**config.mk**
```make
export PLATFORM = sky130hd
export DESIGN_NAME = fade_slideshow_sequencer_flat
export DESIGN_NICKNAME = d
export VERILOG_FILES = /design/src/rtl/core/fss_pkg.sv /design/src/rtl/core/fss_if.sv /design/src/rtl/core/fade_slideshow_sequencer.sv /design/src/rtl/core/fss_div.sv /design/src/flat_wrapper.sv
export SDC_FILE = /design/constraint.sdc
export NUM_CORES = 1
export LEC_CHECK = 0
export ABC_AREA = 1
export BUFFER_PORTS_ARGS = -buffer_cell sky130_fd_sc_hd__buf_2
export CAP_MARGIN = 30
export CORE_AREA = 2 2 200 202
export DETAILED_ROUTE_END_ITERATION = 16
export DIE_AREA = 0 0 202 204
export PLACE_DENSITY = 0.67
export SYNTH_ARGS = -nofsm -noshare
export SYNTH_HDL_FRONTEND = slang
export SYNTH_SLANG_ARGS = --single-unit
export TNS_END_PERCENT = 100
```
**constraint.sdc**
```tcl
create_clock -name clock -period 5.3 [get_ports clock]
set_input_delay 1.06 -clock clock [delete_from_list [all_inputs] [get_ports clock]]
set_output_delay 1.06 -clock clock [all_outputs]
set_load 0.1 [all_outputs]
```
**src/rtl/core/fss_pkg.sv**
```systemverilog
package fss_pkg;

   localparam int ALPHA_FRAC_BITS = 16;
   localparam int MAX_SHOTS       = 256;

   localparam int ALPHA_W   = ALPHA_FRAC_BITS + 1;
   localparam int DUR_W     = 26;
   localparam int COUNT_W   = 9;
   localparam int SHOT_W    = 8;
   localparam int TIMER_W   = 32;
   localparam int DT_W      = 20;
   localparam int CSR_IDX_W = 3;
   localparam int DIV_CNT_W = 5;

   localparam logic [ALPHA_W-1:0] ALPHA_ONE = ALPHA_W'(1) << ALPHA_FRAC_BITS;
   // alpha * 1000 > ONE is the same as alpha > floor(ONE / 1000)
   localparam logic [ALPHA_W-1:0] FADE_ON_LIMIT = ALPHA_W'((1 << ALPHA_FRAC_BITS) / 1000);
   localparam logic [DUR_W-1:0]   MIN_DUR_US    = DUR_W'(10000);
   localparam logic [COUNT_W-1:0] MAX_COUNT     = COUNT_W'(MAX_SHOTS);

   typedef enum logic [1:0] {
      PH_IN,
      PH_HOLD,
      PH_OUT,
      PH_BLACK
   } phase_type;

   typedef enum logic [CSR_IDX_W-1:0] {
      CSR_FADE_TIME,
      CSR_HOLD_TIME,
      CSR_BLACK_TIME,
      CSR_SHOT_COUNT,
      CSR_START_INDEX
   } csr_index_type;

   typedef enum logic [2:0] {
      SEQ_IDLE,
      SEQ_EVAL,
      SEQ_DIV_LOAD,
      SEQ_DIV_WAIT,
      SEQ_DONE
   } seq_state_type;

   typedef struct packed {
      logic                 go;
      logic [DUR_W-1:0]     rem_init;
      logic [COUNT_W-1:0]   num_init;
      logic [DUR_W-1:0]     divisor;
      logic [DIV_CNT_W-1:0] steps;
   } div_req_type;

   typedef struct packed {
      logic                       done;
      logic [ALPHA_FRAC_BITS-1:0] quot;
      logic [DUR_W-1:0]           rem;
   } div_rsp_type;

   function automatic logic [COUNT_W-1:0] eff_count(input logic [COUNT_W-1:0] count);
      return (count > MAX_COUNT) ? MAX_COUNT : count;
   endfunction

   function automatic logic [SHOT_W-1:0] clamp_start(input logic [COUNT_W-1:0] count,
                                                     input logic [SHOT_W-1:0]  start);
      logic [COUNT_W-1:0] n;
      logic [COUNT_W-1:0] last;
      n    = eff_count(count);
      last = n - COUNT_W'(1);
      if (n == '0) begin
         return '0;
      end
      if (COUNT_W'(start) > last) begin
         return last[SHOT_W-1:0];
      end
      return start;
   endfunction

   function automatic logic [DUR_W-1:0] min_dur(input logic [DUR_W-1:0] dur);
      return (dur < MIN_DUR_US) ? MIN_DUR_US : dur;
   endfunction

endpackage

```
**src/rtl/core/fss_if.sv**
```systemverilog
interface fss_req_if import fss_pkg::*; ();
   logic            valid;
   logic            ready;
   logic            kind;
   logic [DT_W-1:0] elapsed_us;
   logic            cycling;
   logic            camera_active;

   modport source (output valid, kind, elapsed_us, cycling, camera_active, input ready);
   modport sink   (input valid, kind, elapsed_us, cycling, camera_active, output ready);
endinterface

interface fss_rsp_if import fss_pkg::*; ();
   logic               valid;
   logic               ready;
   logic [ALPHA_W-1:0] alpha;
   logic               fade_enabled;
   logic               alpha_written;
   logic [SHOT_W-1:0]  shot_index;
   logic               shot_applied;
   logic [1:0]         phase_now;

   modport source (output valid, alpha, fade_enabled, alpha_written, shot_index,
                   shot_applied, phase_now, input ready);
   modport sink   (input valid, alpha, fade_enabled, alpha_written, shot_index,
                   shot_applied, phase_now, output ready);
endinterface

interface fss_csr_if import fss_pkg::*; ();
   logic                 valid;
   logic                 ready;
   logic [CSR_IDX_W-1:0] index;
   logic [DUR_W-1:0]     data;

   modport source (output valid, index, data, input ready);
   modport sink   (input valid, index, data, output ready);
endinterface

```
**src/rtl/core/fade_slideshow_sequencer.sv**
```systemverilog
// Slideshow fade sequencer: one request item per display frame (a frame tick or a start event)
// gives exactly one response item with the fade alpha (Q1.16, 65536 fully black), the current
// shot and the phase. Items are handled one at a time; req ready is low while an item is in
// work. A frame that needs no ramp goes from acceptance through evaluation to the done state and
// the response register; a ramp frame in fade-in or fade-out and the frame that advances the shot
// also pass through the shared restoring divider, which resolves one quotient bit per
// cycle (16 bits of alpha, or 9 bits for the shot-count modulo). A finished response waits in
// its own register, so the next item is taken while it is still unread. Configuration writes
// are always accepted and must only be issued while no item is in work.
module fade_slideshow_sequencer import fss_pkg::*; (
   input logic       clock,
   input logic       reset,
   fss_req_if.sink   req_bus,
   fss_rsp_if.source rsp_bus,
   fss_csr_if.sink   csr_bus
);

   seq_state_type state_ff, state_in;

   logic [DUR_W-1:0]   fade_ff, fade_in;
   logic [DUR_W-1:0]   hold_ff, hold_in;
   logic [DUR_W-1:0]   black_ff, black_in;
   logic [COUNT_W-1:0] count_ff, count_in;
   logic [SHOT_W-1:0]  start_ff, start_in;

   phase_type          phase_ff, phase_in;
   logic [TIMER_W-1:0] timer_ff, timer_in;
   logic [SHOT_W-1:0]  shot_ff, shot_in;
   logic               was_cyc_ff, was_cyc_in;
   logic               susp_ff, susp_in;
   logic               started_ff, started_in;
   logic [ALPHA_W-1:0] alpha_ff, alpha_in;

   logic               kind_ff, kind_in;
   logic [DT_W-1:0]    dt_ff, dt_in;
   logic               cyc_ff, cyc_in;
   logic               cam_ff, cam_in;

   logic               written_ff, written_in;
   logic               applied_ff, applied_in;
   logic               mod_ff, mod_in;

   logic               rsp_valid_ff, rsp_valid_in;
   logic [ALPHA_W-1:0] rsp_alpha_ff, rsp_alpha_in;
   logic               rsp_fade_ff, rsp_fade_in;
   logic               rsp_written_ff, rsp_written_in;
   logic [SHOT_W-1:0]  rsp_shot_ff, rsp_shot_in;
   logic               rsp_applied_ff, rsp_applied_in;
   logic [1:0]         rsp_phase_ff, rsp_phase_in;

   logic [DUR_W-1:0]   fade_dur;
   logic [COUNT_W-1:0] n_shots;

   div_req_type div_req;
   div_rsp_type div_rsp;

   assign fade_dur = min_dur(fade_ff);
   assign n_shots  = eff_count(count_ff);

   fss_div u_div (
      .clock (clock),
      .reset (reset),
      .req   (div_req),
      .rsp   (div_rsp)
   );

   // ramp: remainder starts at the timer, zeros shift in; shot advance: (shot + 1) mod count
   always_comb begin
      div_req.go       = (state_ff == SEQ_DIV_LOAD);
      div_req.rem_init = mod_ff ? '0 : timer_ff[DUR_W-1:0];
      div_req.num_init = mod_ff ? (COUNT_W'(shot_ff) + COUNT_W'(1)) : '0;
      div_req.divisor  = mod_ff ? DUR_W'(n_shots) : fade_dur;
      div_req.steps    = mod_ff ? DIV_CNT_W'(COUNT_W) : DIV_CNT_W'(ALPHA_FRAC_BITS);
   end

   always_comb begin
      logic               run;
      logic               need_div;
      phase_type          phase_v;
      logic [TIMER_W-1:0] timer_v;
      logic [TIMER_W:0]   sum_wide;
      logic [TIMER_W-1:0] sum;

      state_in       = state_ff;
      fade_in        = fade_ff;
      hold_in        = hold_ff;
      black_in       = black_ff;
      count_in       = count_ff;
      start_in       = start_ff;
      phase_in       = phase_ff;
      timer_in       = timer_ff;
      shot_in        = shot_ff;
      was_cyc_in     = was_cyc_ff;
      susp_in        = susp_ff;
      started_in     = started_ff;
      alpha_in       = alpha_ff;
      kind_in        = kind_ff;
      dt_in          = dt_ff;
      cyc_in         = cyc_ff;
      cam_in         = cam_ff;
      written_in     = written_ff;
      applied_in     = applied_ff;
      mod_in         = mod_ff;
      rsp_valid_in   = rsp_valid_ff;
      rsp_alpha_in   = rsp_alpha_ff;
      rsp_fade_in    = rsp_fade_ff;
      rsp_written_in = rsp_written_ff;
      rsp_shot_in    = rsp_shot_ff;
      rsp_applied_in = rsp_applied_ff;
      rsp_phase_in   = rsp_phase_ff;

      run      = 1'b0;
      need_div = 1'b0;
      phase_v  = phase_ff;
      timer_v  = timer_ff;
      sum_wide = '0;
      sum      = '0;

      if (csr_bus.valid) begin
         case (csr_bus.index)
            CSR_FADE_TIME:   fade_in  = csr_bus.data;
            CSR_HOLD_TIME:   hold_in  = csr_bus.data;
            CSR_BLACK_TIME:  black_in = csr_bus.data;
            CSR_SHOT_COUNT:  count_in = csr_bus.data[COUNT_W-1:0];
            CSR_START_INDEX: start_in = csr_bus.data[SHOT_W-1:0];
            default: ;
         endcase
         if ((csr_bus.index == CSR_SHOT_COUNT || csr_bus.index == CSR_START_INDEX)
             && !started_ff) begin
            shot_in = clamp_start(count_in, start_in);
         end
      end

      if (rsp_valid_ff && rsp_bus.ready) begin
         rsp_valid_in = 1'b0;
      end

      case (state_ff)
         SEQ_IDLE: begin
            if (req_bus.valid) begin
               kind_in  = req_bus.kind;
               dt_in    = req_bus.elapsed_us;
               cyc_in   = req_bus.cycling;
               cam_in   = req_bus.camera_active;
               state_in = SEQ_EVAL;
            end
         end

         SEQ_EVAL: begin
            written_in = 1'b0;
            applied_in = 1'b0;
            mod_in     = 1'b0;
            if (kind_ff) begin
               shot_in    = clamp_start(count_ff, start_ff);
               phase_in   = PH_IN;
               timer_in   = '0;
               was_cyc_in = cyc_ff;
               susp_in    = !cam_ff;
               started_in = 1'b1;
               applied_in = (n_shots != '0);
               alpha_in   = (!cam_ff || !cyc_ff) ? '0 : ALPHA_ONE;
               written_in = 1'b1;
            end else if (started_ff && n_shots != '0) begin
               run = 1'b1;
               if (!cyc_ff) begin
                  if (was_cyc_ff) begin
                     alpha_in   = '0;
                     written_in = 1'b1;
                     was_cyc_in = 1'b0;
                  end
                  run = 1'b0;
               end else if (!was_cyc_ff) begin
                  // rotation back on: restart the sequence from fade-in
                  phase_v    = PH_IN;
                  timer_v    = '0;
                  phase_in   = PH_IN;
                  timer_in   = '0;
                  was_cyc_in = 1'b1;
               end
               if (run && !cam_ff) begin
                  // suspended: phase and timer kept for when the camera returns
                  if (!susp_ff) begin
                     alpha_in   = '0;
                     written_in = 1'b1;
                     susp_in    = 1'b1;
                  end
                  run = 1'b0;
               end
               if (run) begin
                  susp_in    = 1'b0;
                  written_in = 1'b1;
                  sum_wide   = {1'b0, timer_v} + (TIMER_W + 1)'(dt_ff);
                  sum        = sum_wide[TIMER_W] ? '1 : sum_wide[TIMER_W-1:0];
                  timer_in   = sum;
                  case (phase_v)
                     PH_IN: begin
                        if (sum >= TIMER_W'(fade_dur)) begin
                           alpha_in = '0;
                           phase_in = PH_HOLD;
                           timer_in = '0;
                        end else begin
                           need_div = 1'b1;
                        end
                     end
                     PH_HOLD: begin
                        alpha_in = '0;
                        if (sum >= TIMER_W'(min_dur(hold_ff))) begin
                           phase_in = PH_OUT;
                           timer_in = '0;
                        end
                     end
                     PH_OUT: begin
                        if (sum >= TIMER_W'(fade_dur)) begin
                           alpha_in   = ALPHA_ONE;
                           applied_in = 1'b1;
                           phase_in   = PH_BLACK;
                           timer_in   = '0;
                           mod_in     = 1'b1;
                           need_div   = 1'b1;
                        end else begin
                           need_div = 1'b1;
                        end
                     end
                     default: begin
                        alpha_in = ALPHA_ONE;
                        if (sum >= TIMER_W'(black_ff)) begin
                           phase_in = PH_IN;
                           timer_in = '0;
                        end
                     end
                  endcase
               end
            end
            state_in = need_div ? SEQ_DIV_LOAD : SEQ_DONE;
         end

         SEQ_DIV_LOAD: begin
            state_in = SEQ_DIV_WAIT;
         end

         SEQ_DIV_WAIT: begin
            if (div_rsp.done) begin
               if (mod_ff) begin
                  shot_in = div_rsp.rem[SHOT_W-1:0];
               end else if (phase_ff == PH_IN) begin
                  alpha_in = ALPHA_ONE - ALPHA_W'(div_rsp.quot);
               end else begin
                  alpha_in = ALPHA_W'(div_rsp.quot);
               end
               state_in = SEQ_DONE;
            end
         end

         SEQ_DONE: begin
            if (!rsp_valid_ff || rsp_bus.ready) begin
               rsp_valid_in   = 1'b1;
               rsp_alpha_in   = alpha_ff;
               rsp_fade_in    = (alpha_ff > FADE_ON_LIMIT);
               rsp_written_in = written_ff;
               rsp_shot_in    = shot_ff;
               rsp_applied_in = applied_ff;
               rsp_phase_in   = phase_ff;
               state_in       = SEQ_IDLE;
            end
         end

         default: begin
            state_in = SEQ_IDLE;
         end
      endcase
   end

   always_ff @(posedge clock) begin
      if (reset) begin
         state_ff     <= SEQ_IDLE;
         fade_ff      <= DUR_W'(500000);
         hold_ff      <= DUR_W'(3000000);
         black_ff     <= DUR_W'(200000);
         count_ff     <= COUNT_W'(1);
         start_ff     <= '0;
         phase_ff     <= PH_IN;
         timer_ff     <= '0;
         shot_ff      <= '0;
         was_cyc_ff   <= 1'b0;
         susp_ff      <= 1'b0;
         started_ff   <= 1'b0;
         alpha_ff     <= '0;
         written_ff   <= 1'b0;
         applied_ff   <= 1'b0;
         mod_ff       <= 1'b0;
         rsp_valid_ff <= 1'b0;
      end else begin
         state_ff     <= state_in;
         fade_ff      <= fade_in;
         hold_ff      <= hold_in;
         black_ff     <= black_in;
         count_ff     <= count_in;
         start_ff     <= start_in;
         phase_ff     <= phase_in;
         timer_ff     <= timer_in;
         shot_ff      <= shot_in;
         was_cyc_ff   <= was_cyc_in;
         susp_ff      <= susp_in;
         started_ff   <= started_in;
         alpha_ff     <= alpha_in;
         written_ff   <= written_in;
         applied_ff   <= applied_in;
         mod_ff       <= mod_in;
         rsp_valid_ff <= rsp_valid_in;
      end
      kind_ff        <= kind_in;
      dt_ff          <= dt_in;
      cyc_ff         <= cyc_in;
      cam_ff         <= cam_in;
      rsp_alpha_ff   <= rsp_alpha_in;
      rsp_fade_ff    <= rsp_fade_in;
      rsp_written_ff <= rsp_written_in;
      rsp_shot_ff    <= rsp_shot_in;
      rsp_applied_ff <= rsp_applied_in;
      rsp_phase_ff   <= rsp_phase_in;
   end

   assign req_bus.ready         = (state_ff == SEQ_IDLE);
   assign csr_bus.ready         = 1'b1;
   assign rsp_bus.valid         = rsp_valid_ff;
   assign rsp_bus.alpha         = rsp_alpha_ff;
   assign rsp_bus.fade_enabled  = rsp_fade_ff;
   assign rsp_bus.alpha_written = rsp_written_ff;
   assign rsp_bus.shot_index    = rsp_shot_ff;
   assign rsp_bus.shot_applied  = rsp_applied_ff;
   assign rsp_bus.phase_now     = rsp_phase_ff;

`ifndef SYNTHESIS
   a_alpha_range: assert property (@(posedge clock) disable iff (reset)
      alpha_ff <= ALPHA_ONE)
      else $error("alpha beyond full black");

   a_div_done_in_wait: assert property (@(posedge clock) disable iff (reset)
      div_rsp.done |-> state_ff == SEQ_DIV_WAIT)
      else $error("divider finished outside the wait state");

   a_ramp_below_fade: assert property (@(posedge clock) disable iff (reset)
      (state_ff == SEQ_DIV_LOAD && !mod_ff) |-> timer_ff < TIMER_W'(fade_dur))
      else $error("ramp division started with timer at or past fade time");

   a_accept_to_eval: assert property (@(posedge clock) disable iff (reset)
      (req_bus.valid && req_bus.ready) |=> state_ff == SEQ_EVAL)
      else $error("accepted item not evaluated");
`endif

endmodule

```
**src/rtl/core/fss_div.sv**
```systemverilog
// Restoring divider, one quotient bit per cycle.
// Numerator bits are shifted in from num, MSB first, below the running remainder.
module fss_div import fss_pkg::*; (
   input  logic        clock,
   input  logic        reset,
   input  div_req_type req,
   output div_rsp_type rsp
);

   logic                       busy_ff, busy_in;
   logic                       done_ff, done_in;
   logic [DIV_CNT_W-1:0]       cnt_ff, cnt_in;
   logic [DUR_W-1:0]           rem_ff, rem_in;
   logic [COUNT_W-1:0]         num_ff, num_in;
   logic [DUR_W-1:0]           divisor_ff, divisor_in;
   logic [ALPHA_FRAC_BITS-1:0] quot_ff, quot_in;

   logic [DUR_W:0] trial;
   logic [DUR_W:0] diff;
   logic           fits;

   assign trial = {rem_ff, num_ff[COUNT_W-1]};
   assign diff  = trial - {1'b0, divisor_ff};
   assign fits  = trial >= {1'b0, divisor_ff};

   always_comb begin
      busy_in    = busy_ff;
      done_in    = 1'b0;
      cnt_in     = cnt_ff;
      rem_in     = rem_ff;
      num_in     = num_ff;
      divisor_in = divisor_ff;
      quot_in    = quot_ff;
      if (req.go) begin
         busy_in    = 1'b1;
         cnt_in     = req.steps;
         rem_in     = req.rem_init;
         num_in     = req.num_init;
         divisor_in = req.divisor;
         quot_in    = '0;
      end else if (busy_ff) begin
         // remainder stays below the divisor, so the top bit drops out either way
         rem_in  = fits ? diff[DUR_W-1:0] : trial[DUR_W-1:0];
         num_in  = {num_ff[COUNT_W-2:0], 1'b0};
         quot_in = {quot_ff[ALPHA_FRAC_BITS-2:0], fits};
         cnt_in  = cnt_ff - DIV_CNT_W'(1);
         if (cnt_ff == DIV_CNT_W'(1)) begin
            busy_in = 1'b0;
            done_in = 1'b1;
         end
      end
   end

   always_ff @(posedge clock) begin
      if (reset) begin
         busy_ff <= 1'b0;
         done_ff <= 1'b0;
         cnt_ff  <= '0;
      end else begin
         busy_ff <= busy_in;
         done_ff <= done_in;
         cnt_ff  <= cnt_in;
      end
      rem_ff     <= rem_in;
      num_ff     <= num_in;
      divisor_ff <= divisor_in;
      quot_ff    <= quot_in;
   end

   assign rsp.done = done_ff;
   assign rsp.quot = quot_ff;
   assign rsp.rem  = rem_ff;

endmodule
```
**src/flat_wrapper.sv**
```systemverilog
// flat-port wrapper written by rule: the top's interface ports become plain ports
module fade_slideshow_sequencer_flat import fss_pkg::*;
  (clock, reset, req_bus_valid, req_bus_kind, req_bus_elapsed_us, req_bus_cycling, req_bus_camera_active, req_bus_ready, rsp_bus_valid, rsp_bus_alpha, rsp_bus_fade_enabled, rsp_bus_alpha_written, rsp_bus_shot_index, rsp_bus_shot_applied, rsp_bus_phase_now, rsp_bus_ready, csr_bus_valid, csr_bus_index, csr_bus_data, csr_bus_ready);
  fss_req_if req_bus_i ();
  fss_rsp_if rsp_bus_i ();
  fss_csr_if csr_bus_i ();
  input logic clock;
  input logic reset;
  input wire logic [$bits(req_bus_i.valid)-1:0] req_bus_valid;
  input wire logic [$bits(req_bus_i.kind)-1:0] req_bus_kind;
  input wire logic [$bits(req_bus_i.elapsed_us)-1:0] req_bus_elapsed_us;
  input wire logic [$bits(req_bus_i.cycling)-1:0] req_bus_cycling;
  input wire logic [$bits(req_bus_i.camera_active)-1:0] req_bus_camera_active;
  output wire logic [$bits(req_bus_i.ready)-1:0] req_bus_ready;
  output wire logic [$bits(rsp_bus_i.valid)-1:0] rsp_bus_valid;
  output wire logic [$bits(rsp_bus_i.alpha)-1:0] rsp_bus_alpha;
  output wire logic [$bits(rsp_bus_i.fade_enabled)-1:0] rsp_bus_fade_enabled;
  output wire logic [$bits(rsp_bus_i.alpha_written)-1:0] rsp_bus_alpha_written;
  output wire logic [$bits(rsp_bus_i.shot_index)-1:0] rsp_bus_shot_index;
  output wire logic [$bits(rsp_bus_i.shot_applied)-1:0] rsp_bus_shot_applied;
  output wire logic [$bits(rsp_bus_i.phase_now)-1:0] rsp_bus_phase_now;
  input wire logic [$bits(rsp_bus_i.ready)-1:0] rsp_bus_ready;
  input wire logic [$bits(csr_bus_i.valid)-1:0] csr_bus_valid;
  input wire logic [$bits(csr_bus_i.index)-1:0] csr_bus_index;
  input wire logic [$bits(csr_bus_i.data)-1:0] csr_bus_data;
  output wire logic [$bits(csr_bus_i.ready)-1:0] csr_bus_ready;
  assign req_bus_i.valid = req_bus_valid;
  assign req_bus_i.kind = req_bus_kind;
  assign req_bus_i.elapsed_us = req_bus_elapsed_us;
  assign req_bus_i.cycling = req_bus_cycling;
  assign req_bus_i.camera_active = req_bus_camera_active;
  assign req_bus_ready = req_bus_i.ready;
  assign rsp_bus_valid = rsp_bus_i.valid;
  assign rsp_bus_alpha = rsp_bus_i.alpha;
  assign rsp_bus_fade_enabled = rsp_bus_i.fade_enabled;
  assign rsp_bus_alpha_written = rsp_bus_i.alpha_written;
  assign rsp_bus_shot_index = rsp_bus_i.shot_index;
  assign rsp_bus_shot_applied = rsp_bus_i.shot_applied;
  assign rsp_bus_phase_now = rsp_bus_i.phase_now;
  assign rsp_bus_i.ready = rsp_bus_ready;
  assign csr_bus_i.valid = csr_bus_valid;
  assign csr_bus_i.index = csr_bus_index;
  assign csr_bus_i.data = csr_bus_data;
  assign csr_bus_ready = csr_bus_i.ready;
  fade_slideshow_sequencer u_core (.clock(clock), .reset(reset), .req_bus(req_bus_i), .rsp_bus(rsp_bus_i), .csr_bus(csr_bus_i));
endmodule
```
==> After elaboration in Yosys (flattened, before gate mapping) <==
Index checks and enable logic that the tools add are counted.
{ "word_totals": {"word_cells": 236, "reg_bits": 301, "in_bits": 57, "out_inout_bits": 33} }
{ "classes": {"n_eq_ne": 16, "n_reduce_logical": 34, "add_sub_neg": 7, "bitwise": 1, "n_lt_le_gt_ge": 11, "mux": 132} }
{ "ops": {"columns": ["operator", "count"], "rows": [
  ["two-way mux 32 bit", 12],
  ["two-way mux 17 bit", 13],
  ["two-way mux 26 bit", 6],
  ["two-way mux 8 bit", 15],
  [">= comparator 32 x 26 -> 1 bit", 3],
  ["two-way mux 9 bit", 8],
  ["case mux 32 bit (2 select lines)", 1],
  ["less-than comparator 26 x 14 -> 1 bit (second input constant)", 2],
  ["two-way mux 1 bit", 52],
  ["case mux 17 bit (3 select lines)", 1],
  ["case mux 17 bit (2 select lines)", 1],
  ["adder 32 x 20 -> 33 bit", 1],
  [">= comparator 27 x 26 -> 1 bit", 1],
  ["subtractor 26 bit", 1],
  ["two-way mux 2 bit", 12],
  ["> comparator 8 x 9 -> 1 bit", 2],
  ["> comparator 9 bit (second input constant)", 2],
  ["logical NOT 9 bit", 2],
  ["subtractor 9 x 1 -> 9 bit (second input constant)", 2],
  ["> comparator 17 x 7 -> 1 bit (second input constant)", 1],
  ["subtractor 17 x 16 -> 17 bit (first input constant)", 1],
  ["case mux 8 bit (2 select lines)", 1],
  ["two-way mux 5 bit", 3],
  ["case mux 3 bit (5 select lines)", 1],
  ["other kinds (28)", 57]
]} }

==> Longest topological paths before layout <==
Gate-level depths: netlist of run 1.
{ "logic_depth": {"word_depth": 19, "depth_mapped": 44, "ltp_nobuf": 40} }

==> Modules after synthesis <==
From an unflattened synthesis of run 1, not the netlist that was laid out.
{ "hier_totals": {"hier_cells": 3045, "hier_area_um2": 20699.9} }
{ "by_module_without_submodules": {"columns": ["mod", "cells_per_inst", "area_per_inst_um2", "n_inst", "seq_area_each_um2"], "rows": [
  ["fade_slideshow_sequencer", 2254, 14991.9, 1, 4874.7],
  ["fss_div", 791, 5708.0, 1, 2292.2]
]} }

==> Worst setup path after synthesis of run 1 <==
No wires, ideal clock.
{ "synth_timing": {"path_kind": "register to register", "startpoint": "register u_core.cyc_ff", "endpoint": "register u_core.alpha_ff[7]", "path_stages_with_launch": 36, "synth_period_minus_slack_ns": 4.704, "n_path_buf": 4, "arrival_time_ns": 4.629, "setup_ns": 0.074, "path_slack_ns": 0.596, "required_ns": 5.226, "cell_sequence": "edfxtp_1 nand2_2 buf_4 inv_2 clkbuf_1 nor2_1 ha_1 inv_1 fa_1 inv_1 nand3_1 nand3_1 nand2_1 nand2_1 nand2_1 nand2_1 nand2_1 o21ai_2 clkbuf_1 nor2_1 inv_1 ha_1 a21oi_1 nor3_1 nor3b_1 nand2_1 nand2_1 nand2_1 nand2_1 nand2_1 a21oi_1 nand4_4 nand2_2 buf_4 nand4_1 a31oi_1"} }
{ "synth_via": {"elab_chain_cells": 13, "elab_cells_between_ends": 33, "classes_between": "add/sub: 1; order compare: 1; eq/ne: 2; mux: 27; reduce/logical: 2"} }
{ "synth_rtl": {"columns": ["item", "line", "text"], "rows": [
  ["from (decl)", "fade_slideshow_sequencer.sv:36", "logic cyc_ff, cyc_in;"],
  ["from (signal assigned)", "fade_slideshow_sequencer.sv:313", "cyc_ff <= cyc_in;"],
  ["two-way mux 32 bit / two-way mux 1 bit (equally long branches)", null, null],
  ["two-way mux 32 bit / two-way mux 1 bit (equally long branches)", "fade_slideshow_sequencer.sv:163", "end else if (started_ff && n_shots != '0) begin"],
  ["two-way mux 32 bit / two-way mux 1 bit (equally long branches)", "fade_slideshow_sequencer.sv:153", "if (kind_ff) begin"],
  ["two-way mux 32 bit / two-way mux 1 bit (equally long branches)", "fade_slideshow_sequencer.sv:138", "case (state_ff)"],
  ["adder 32 x 20 -> 33 bit / logical AND 1 bit (equally long branches)", "fade_slideshow_sequencer.sv:192, fade_slideshow_sequencer.sv:180", null],
  ["two-way mux 32 bit / two-way mux 1 bit (equally long branches)", "fade_slideshow_sequencer.sv:193, fade_slideshow_sequencer.sv:180", null],
  [">= comparator 32 x 26 -> 1 bit / two-way mux 1 bit (equally long branches)", "fade_slideshow_sequencer.sv:197, fade_slideshow_sequencer.sv:213, fade_slideshow_sequencer.sv:163", null],
  ["two-way mux 17 bit (tied with other cells)", "fade_slideshow_sequencer.sv:213", "if (sum >= TIMER_W'(fade_dur)) begin"],
  ["case mux 17 bit (3 select lines) / two-way mux 1 bit (equally long branches)", "fade_slideshow_sequencer.sv:195, fade_slideshow_sequencer.sv:138", null],
  ["two-way mux 17 bit *", "fade_slideshow_sequencer.sv:189", "if (run) begin"],
  ["two-way mux 17 bit *", "fade_slideshow_sequencer.sv:163", null],
  ["two-way mux 17 bit *", "fade_slideshow_sequencer.sv:153", null],
  ["case mux 17 bit (2 select lines) *", "fade_slideshow_sequencer.sv:138", null],
  ["to (signal assigned)", "fade_slideshow_sequencer.sv:305", "alpha_ff <= alpha_in;"],
  ["to (decl)", "fade_slideshow_sequencer.sv:32", "logic [ALPHA_W-1:0] alpha_ff, alpha_in;"]
]} }
Every way passes the cells marked *; elsewhere a longest branch is shown, timed or not. The select of a mux whose other input is x is not followed.
A chain may end at the register's enable or synchronous reset.

==> Worst setup path after layout of run 1 <==
{ "layout_timing": {"startpoint": "register u_core.was_cyc_ff", "endpoint": "register u_core.timer_ff[6]"} }
{ "layout_via": {"elab_chain_cells": 13, "elab_cells_between_ends": 26, "classes_between": "add/sub: 1; order compare: 3; eq/ne: 2; mux: 18; reduce/logical: 2"} }
{ "layout_rtl": {"columns": ["item", "line", "text"], "rows": [
  ["from (decl)", "fade_slideshow_sequencer.sv:29", "logic was_cyc_ff, was_cyc_in;"],
  ["from (signal assigned)", "fade_slideshow_sequencer.sv:302", "was_cyc_ff <= was_cyc_in;"],
  ["two-way mux 32 bit", null, null],
  ["two-way mux 32 bit", "fade_slideshow_sequencer.sv:165", "if (!cyc_ff) begin"],
  ["two-way mux 32 bit", "fade_slideshow_sequencer.sv:163", null],
  ["two-way mux 32 bit", "fade_slideshow_sequencer.sv:153", null],
  ["two-way mux 32 bit", "fade_slideshow_sequencer.sv:138", null],
  ["adder 32 x 20 -> 33 bit", "fade_slideshow_sequencer.sv:192", "sum_wide = {1'b0, timer_v} + (TIMER_W + 1)'(dt_ff);"],
  ["two-way mux 32 bit", "fade_slideshow_sequencer.sv:193", "sum = sum_wide[TIMER_W] ? '1 : sum_wide[TIMER_W-1:0];"],
  [">= comparator 32 x 26 -> 1 bit (on tied branches)", null, null],
  ["two-way mux 32 bit (on tied branches)", null, null],
  ["case mux 32 bit (2 select lines)", "fade_slideshow_sequencer.sv:195", "case (phase_v)"],
  ["two-way mux 32 bit *", "fade_slideshow_sequencer.sv:189", null],
  ["two-way mux 32 bit *", "fade_slideshow_sequencer.sv:163", null],
  ["two-way mux 32 bit *", "fade_slideshow_sequencer.sv:153", null],
  ["to (signal assigned)", "fade_slideshow_sequencer.sv:300", "timer_ff <= timer_in;"],
  ["to (decl)", "fade_slideshow_sequencer.sv:27", "logic [TIMER_W-1:0] timer_ff, timer_in;"]
]} }
Marked as above.

==> results of run 1 <==
-- power by group through the flow --
stage	registers (mW)	clock network, mW	logic [mW]
final	2.55	2.42	1.05
after floorplan	2.66	0	0.672
after global placement	2.60	0	0.972
after global routing	2.56	2.55	1.18
after CTS	2.55	2.46	1.01
after detailed placement	2.60	0	1.00
-- critical path, delay by kind of cell, from the launching register on --
kind,cells,cell delay (ns)
adder cells (fa/ha/maj),2,0.66
AO/OA/AOI/OAI,5,1.03
flip-flops,1,0.32
buffers and inverters,6,0.94
AND/OR/NAND/NOR,21,1.95
-- cells by family (layout without fill, tap and decap cells) --
group	Yosys count	after routing	share of synthesized area, %
AOI/OAI and AO/OA	571	572	16.2
xor gates and xnor gates	54	54	2.44
adders and majority gates	150	150	9.77
buffers and inverters	471	572	9.47
DFF	301	301	37.0
other	1	1	0.0194
and+or+nand+nor	1173	1178	25.1
-- state kept, by name, summed over array words and instances (netlist names), 16 cells and up --
signal                   count
u_core.u_div.divisor_ff     26
u_core.alpha_ff             17
u_core.dt_ff                20
u_core.hold_ff              26
u_core.timer_ff             32
u_core.rsp_bus.alpha        17
u_core.fade_ff              26
u_core.u_div.quot_ff        16
u_core.u_div.rem_ff         26
u_core.black_ff             26
-- metal layers --
layer,GRT usage [%],vias up
li1,-,9138
met1,36.2,8257
met2,43.7,683
met3,3.36,120
met4,11.5,0
met5,0,-
-- path summary, 6_finish.rpt --
path                      start                  to  depth (start not counted)
max reg2reg   u_core.was_cyc_ff  u_core.timer_ff[6]                         34
min reg2reg  u_core.black_ff[3]  u_core.black_ff[3]                          2
max           u_core.was_cyc_ff  u_core.timer_ff[6]                         34
min          u_core.black_ff[3]  u_core.black_ff[3]                          2
-- cells in the final DEF (no fill, tap or decap), types with 36 or more instances in the layout --
| cell type | n |
|---|---|
| ha_1 | 148 |
| nand3_1 | 102 |
| dfxtp_1 | 187 |
| nor2_1 | 310 |
| edfxtp_1 | 114 |
| nand2_1 | 628 |
| inv_1 | 366 |
| o21ai_0 | 219 |
| a21oi_1 | 226 |
| nand4_1 | 36 |
| buf_2 | 88 |
| clkbuf_16 | 36 |
-- layout make-up --
class | count | area, sq um | area share [%]
Multi-Input combinational cell | 1955 | 10500 | 48.5
Sequential cell | 301 | 7170 | 33.0
Inverter | 381 | 1440 | 6.63
Clock buffer | 46 | 966 | 4.45
Timing Repair Buffer | 126 | 769 | 3.54
Tap cell | 525 | 657 | 3.02
Clock inverter | 19 | 176 | 0.812
-- what timing repair did --
item / CTS / global route
gates resized for setup: 0 / 41
endpoints found under the setup margin: 0 / 55
buffers inserted: 0 / 2
==> load_flow_metrics.sql, run 1 <==
INSERT INTO impl_metrics (metric_group, metric, value, unit) VALUES
('timing', 'fin_crit', '5.01', 'ns'),
('synth', 'synth_nets', '2928', ''),
('placed_design', 'detailedPlacementHpwl', '41900', 'microns'),
('detailed_routing', 'route.met3.wl', '3540', 'microns'),
('synth', 'synth_sequential_area_ratio', '37.0', '%'),
('timing', 'grt_setup_unrepaired', 'no', ''),
('timing', 'max_slew_margin', '35.9', '%'),
('synth', 'postSynth.asyncResetShare', '0', '%'),
('power', 'design_power_total', '6.02', 'mW'),
('power', 'power.leakage', '9.83', 'nW'),
('timing', 'drv_slew', '0', ''),
('timing', 'max_clock_freq', '0.200', 'GHz'),
('power', 'vdd_ir_drop_max', '0.238', 'mV'),
('worst_setup_path', 'crit_path_frequent_cell', 'nand2_1', ''),
('placed_design', 'placed_inst_area', '20400', 'sq um'),
('power', 'comb_power_share', '17.5', '%'),
('finish', 'antennaDiodeCount', '0', ''),
('floorplan', 'floorplan.die_area', '41200', 'sq um'),
('worst_setup_path', 'crit_fanout', '14', ''),
('placed_design', 'worst_setup_slack_before_clock_tree_synthesis', '-0.0279', 'ns'),
('timing', 'finalHoldViolCount', '0', ''),
('clock_network', 'clkTransAtPathRegs', '0.06', 'ns'),
('finish', 'final_core_utilization', '55.4', '%'),
('outcome', 'outcome', 'finished clean', ''),
('clock_network', 'tritoncts_num_sinks', '301', ''),
('power', 'power.density_cell_area', '277', 'nW/um^2'),
('timing', 'setup-tns-final', '0', 'ns'),
('placed_design', 'placement.io_buffers', '88', ''),
('clock_network', 'cts_tree', 'yes', ''),
('timing', 'clock_skew', '0.0225', 'ns'),
('finish', 'finalNetCount', '3008', ''),
('detailed_routing', 'initialDrtViolationCount', '1451', ''),
('worst_setup_path', 'cp-start-kind', 'flip-flop', ''),
('detailed_routing', 'totalWireLength', '55900', 'microns'),
('flow_run', 'cap_violations', '0', ''),
('synth', 'synth_common_cells', 'nand2_1 (630), inv_1 (370), nor2_1 (326)', ''),
('worst_setup_path', 'crit_arrival', '5.49', 'ns'),
('clock_network', 'clkLatencyLatePin', '0.56', 'ns'),
('floorplan', 'fp.dieW', '202', 'microns'),
('detailed_routing', 'detail_route.wirelength.met1', '24700', 'microns'),
('floorplan', 'placeableCoreArea', '39200', 'sq um'),
('timing', 'share_of_the_cycle_needed_by_the_critical_path_after_routing', '94.5', '%'),
('synth', 'number_of_enable_type_register_cells_in_the_synthesized_netlist', '114', ''),
('floorplan', 'fp.dieH', '204', 'microns'),
('timing', 'timing.final.ws_setup', '0.292', 'ns'),
('detailed_routing', 'remaining_drc_errors', '0', ''),
('power', 'power_report.internal_total', '4.22', 'mW'),
('clock_network', 'cts-hold-fix-buffers', '0', ''),
('synth', 'postSynthCellCount', '2721', ''),
('detailed_routing', 'vias', '18200', ''),
('detailed_routing', 'wl_per_cell', '16.7', 'microns'),
('power', 'power_frac_seq', '42.4', '%'),
('clock_network', 'root_buffer', 'clkbuf_16', ''),
('worst_setup_path', 'largest_stage_delay_on_the_critical_path', '0.39', 'ns'),
('grt', 'antenna_violations_before_repair', '0', ''),
('finish', 'nFillCells', '3778', ''),
('worst_hold_path', 'hp-class', 'flip-flop to flip-flop', ''),
('grt', 'grt_util_all_layers', '26.9', '%'),
('power', 'share_clk_of_total_power', '40.1', '%'),
('worst_setup_path', 'critical_path.slowest_cell', 'o21ai_0', ''),
('timing', 'tightest_slew', '0.955', 'ns'),
('worst_setup_path', 'setup.reg_to_reg.worst_slack', '0.29', 'ns'),
('placed_design', 'gp_routability_congestion', '0.962', ''),
('clock_network', 'clockBufferDepth', '3', ''),
('finish', 'areaGrowthSynthToFinish', '12.2', '%'),
('timing', 'hold-worst-slack', '0.462', 'ns'),
('worst_setup_path', 'class_of_the_most_critical_setup_path', 'flip-flop to flip-flop', ''),
('finish', 'drive_above_1_share', '9.09', '%'),
('floorplan', 'start_util', '49.4', '%'),
('grt', 'grt_pass1_vias', '16900', ''),
('detailed_routing', 'detail_route.first_pass.iterations', '6', '');
Note: power is estimated with default switching activity, not from simulation.
==> inputs of run 2 (changes only) <==
--- a/config.mk
+++ b/config.mk
@@ -8,11 +8,12 @@
 export ABC_AREA = 1
 export BUFFER_PORTS_ARGS = -buffer_cell sky130_fd_sc_hd__buf_2
 export CAP_MARGIN = 30
-export CORE_AREA = 2 2 200 202
+export CORE_AREA = 2 2 207 209
 export DETAILED_ROUTE_END_ITERATION = 16
-export DIE_AREA = 0 0 202 204
-export PLACE_DENSITY = 0.67
+export DIE_AREA = 0 0 209 211
+export PLACE_DENSITY = 0.76
 export SYNTH_ARGS = -nofsm -noshare
 export SYNTH_HDL_FRONTEND = slang
+export SYNTH_HIERARCHICAL = 1
 export SYNTH_SLANG_ARGS = --single-unit
 export TNS_END_PERCENT = 100
==> run 2 against run 1 <==
Effect of this change:
- clock skew shrank 0.011 ns
- wire length grew 6.4%
- cell count grew 9.6%
- clock power shrank 2%
- largest cell class unchanged
- sequential cell count is the same
- non-clock buffer count shrank 1
- sequential power grew 3%
- die area grew 7.0%
==> load_flow_metrics.sql, run 2 <==
INSERT INTO impl_metrics (metric_group, metric, value, unit) VALUES
('synth', 'synth_common_cells', 'nand2_1 (846), inv_1 (451), nor2_1 (316)', ''),
('finish', 'finalNetCount', '3315', ''),
('clock_network', 'clkLatencyLatePin', '0.55', 'ns'),
('timing', 'fin_crit', '5.01', 'ns'),
('timing', 'finalHoldViolCount', '0', ''),
('clock_network', 'root_buffer', 'clkbuf_16', ''),
('synth', 'library_cell_with_the_highest_instance_count_after_synthesis', 'nand2_1', ''),
('finish', 'largest_register_ff_count', '32', ''),
('power', 'vdd_ir_drop_max', '0.369', 'mV'),
('power', 'power.net_switching', '1.84', 'mW'),
('worst_setup_path', 'crit_path_frequent_cell', 'nand2_1', ''),
('floorplan', 'fp.dieW', '209', 'microns'),
('floorplan', 'start_util', '49.6', '%'),
('synth', 'synth_sequential_area_ratio', '34.6', '%'),
('timing', 'drv_slew', '0', ''),
('finish', 'nFillCells', '4026', ''),
('detailed_routing', 'remaining_drc_errors', '0', ''),
('timing', 'share_of_the_cycle_needed_by_the_critical_path_after_routing', '94.5', '%'),
('worst_setup_path', 'path_buf_inv', '6', ''),
('grt', 'antenna_violations_before_repair', '0', ''),
('finish', 'antennaDiodeCount', '0', ''),
('timing', 'tightest_slew', '1.06', 'ns'),
('synth', 'postSynth.asyncResetShare', '0', '%'),
('timing', 'hold-worst-slack', '0.457', 'ns'),
('power', 'power.leakage', '11.0', 'nW'),
('synth', 'postSynthRegisterBits', '301', ''),
('worst_setup_path', 'crit_fanout', '21', ''),
('detailed_routing', 'detail_route.first_pass.iterations', '6', ''),
('floorplan', 'placeableCoreArea', '41800', 'sq um'),
('detailed_routing', 'totalWireLength', '59400', 'microns'),
('worst_setup_path', 'largest_stage_delay_on_the_critical_path', '0.45', 'ns'),
('timing', 'timing.final.ws_setup', '0.291', 'ns'),
('finish', 'drive_above_1_share', '8.96', '%'),
('floorplan', 'fp.dieH', '211', 'microns'),
('worst_setup_path', 'class_of_the_most_critical_setup_path', 'flip-flop to flip-flop', ''),
('placed_design', 'detailedPlacementHpwl', '44900', 'microns'),
('synth', 'yosysTopAreaCell', 'dfxtp_1', ''),
('detailed_routing', 'wl_per_cell', '16.2', 'microns'),
('power', 'power_report.internal_total', '4.25', 'mW'),
('finish', 'final_common_cell', 'nand2_1', ''),
('power', 'power.share.switching', '30.2', '%'),
('finish', 'most-common-layout-cells', 'nand2_1 (846), inv_1 (450), nor2_1 (314)', ''),
('timing', 'grt_setup_unrepaired', 'yes', ''),
('grt', 'grt_util_all_layers', '26.6', '%'),
('worst_hold_path', 'hold_path.startpoint', 'u_core/black_ff[25]', ''),
('power', 'power.density_cell_area', '267', 'nW/um^2'),
('power', 'comb_power_share', '18.1', '%'),
('clock_network', 'number_of_buffers_added_by_the_clock_tree_synthesis_step', '34', ''),
('detailed_routing', 'vias', '19800', ''),
('detailed_routing', 'avgViaCountPerCell', '5.39', ''),
('timing', 'setup_failing_eps_final', '0', ''),
('grt', 'grt_first_pass_wirelength', '94000', 'microns'),
('clock_network', 'cts-hold-fix-buffers', '0', ''),
('synth', 'netlist-cell-type-count', '58', ''),
('power', 'design_power_total', '6.09', 'mW'),
('synth', 'top_area_cells_in_the_synthesized_netlist', 'dfxtp_1 (18%), edfxtp_1 (17%), nand2_1 (15%)', ''),
('placed_design', 'worst_setup_slack_before_clock_tree_synthesis', '0.131', 'ns'),
('clock_network', 'cts_tree', 'yes', ''),
('power', 'power_frac_seq', '43.0', '%'),
('placed_design', 'placement.io_buffers', '88', ''),
('worst_setup_path', 'reg2reg_from', 'u_core/cyc_ff', ''),
('power', 'share_clk_of_total_power', '38.9', '%'),
('detailed_routing', 'initialDrtViolationCount', '2080', ''),
('synth', 'synth.yosys.warnings', '6', ''),
('outcome', 'outcome', 'finished clean', ''),
('placed_design', 'placed_inst_area', '21600', 'sq um'),
('synth', 'mapped_avg_cell_area', '6.80', 'sq um'),
('floorplan', 'ios', '90', ''),
('worst_setup_path', 'critical-path-top-delay-family', 'simple AND/OR/NAND/NOR gates', ''),
('grt', 'grt_pass1_vias', '17900', ''),
('grt', 'grt.overflow.total', '0', ''),
('clock_network', 'tritoncts_num_sinks', '301', ''),
('clock_network', 'clkTransAtPathRegs', '0.06', 'ns'),
('synth', 'synth.cell_area', '20700', 'sq um'),
('timing', 'max_clock_freq', '0.200', 'GHz'),
('synth', 'yosys_most_used_dff', 'dfxtp_1', ''),
('timing', 'max_slew_margin', '29.5', '%'),
('synth', 'postSynthCellCount', '3045', ''),
('clock_network', 'h-tree-depth', '2', ''),
('flow_run', 'cap_violations', '0', ''),
('finish', 'register_with_the_highest_flop_count', 'u_core/timer_ff', ''),
('floorplan', 'floorplan.die_area', '44100', 'sq um'),
('worst_setup_path', 'timing.critical_path.to_type', 'flip-flop', ''),
('synth', 'number_of_enable_type_register_cells_in_the_synthesized_netlist', '114', ''),
('worst_setup_path', 'critical_path.slowest_cell', 'ha_1', ''),
('worst_setup_path', 'crit_arrival', '5.43', 'ns'),
('worst_setup_path', 'cp-startpoint', 'u_core/cyc_ff', ''),
('floorplan', 'standard_cell_row_count', '75', ''),
('worst_setup_path', 'cp_data_required_time', '5.72', 'ns'),
('finish', 'final_area', '22800', 'sq um'),
('detailed_routing', 'antenna_violating_nets_post_route', '0', ''),
('worst_hold_path', 'hp-class', 'flip-flop to flip-flop', ''),
('grt', 'largest_net_degree_at_the_start_of_global_routing', '69', ''),
('placed_design', 'gp_routability_congestion', '1.02', ''),
('finish', 'areaGrowthSynthToFinish', '10.3', '%'),
('timing', 'clock_skew', '0.0115', 'ns'),
('worst_setup_path', 'cp-start-kind', 'flip-flop', ''),
('synth', 'synth_largest_type_area_fraction', '18.1', '%'),
('clock_network', 'clockBufferDepth', '3', '');
[run 2: changes by cell type in the layout (fill, tap and decap cells not counted), sizes merged, moves of 17 or more]
cell	before	now
nand3	106	162
nand3b	4	31
inv	377	465
o21ai	229	196
a21oi	231	214
nand2	638	860
or2	2	30
[run 2: tightest hold or removal path: stages, from the launching register on]
cell and delay [ns]:
dfxtp_1 0.29, inv_1 0.06, a21oi_1 0.06
[run 2: kinds of logic after synthesis]
logic type | after synthesis | share of synthesized area, %
adder cells (fa/ha/maj) | 149 | 9.08
other | 2 | 0.0363
AND/OR/NAND/NOR | 1497 | 30.8
buffers and inverters | 564 | 10.7
AO/OA/AOI/OAI | 494 | 13.1
flip-flops | 301 | 34.6
XOR/XNOR | 38 | 1.61
[run 2: worst paths after layout]
check	endpoint	slack, ns	cells past startpoint
worst max register to register	u_core/alpha_ff[16]	0.29	29
worst min register to register	u_core/black_ff[25]	0.46	2
worst max-delay path	u_core/alpha_ff[16]	0.29	29
worst min-delay path	u_core/black_ff[25]	0.46	2
[run 2: final cells by class]
type | instances | area (sq um) | area share [%]
multi-input cells | 2181 | 11400 | 49.8
clock buffers | 42 | 955 | 4.18
repair buffers | 125 | 756 | 3.31
flip-flops and latches | 301 | 7170 | 31.4
well taps | 539 | 674 | 2.96
clock inverters | 20 | 160 | 0.702
inverters | 466 | 1750 | 7.66
[run 2: what timing repair did]
item / CTS / global route
setup buffers: 0 / 3
resized for setup: 0 / 6
setup endpoints to repair: 0 / 49
[run 2: power by group through the flow]
stage / Clock (mW) / Combinational, mW / Sequential (mW)
after floorplan: 0 / 0.747 / 2.69
after global placement: 0 / 1.07 / 2.66
after detailed placement: 0 / 1.07 / 2.67
after CTS: 2.40 / 1.08 / 2.62
after global routing: 2.49 / 1.23 / 2.63
final: 2.37 / 1.10 / 2.62
[run 2: metrics by stage]
stage               utilization (%)  instances  TNS (ns)
floorplan                         -       3046         0
global placement               51.8       3609         0
detailed placement             51.8       3609         0
CTS                            54.5       3671         0
global route                   54.7       3674   -0.0256
finish                         54.7       3674         0
[run 2: per-layer routing]
| layer | global-route usage [%] | vias to the layer above | routed length [microns] |
|---|---|---|---|
| li1 | - | 9941 | - |
| met1 | 37.1 | 8917 | 26500 |
| met2 | 42.4 | 821 | 26000 |
| met3 | 3.37 | 125 | 4790 |
| met4 | 10.1 | 0 | 2070 |
| met5 | 0 | - | 0 |
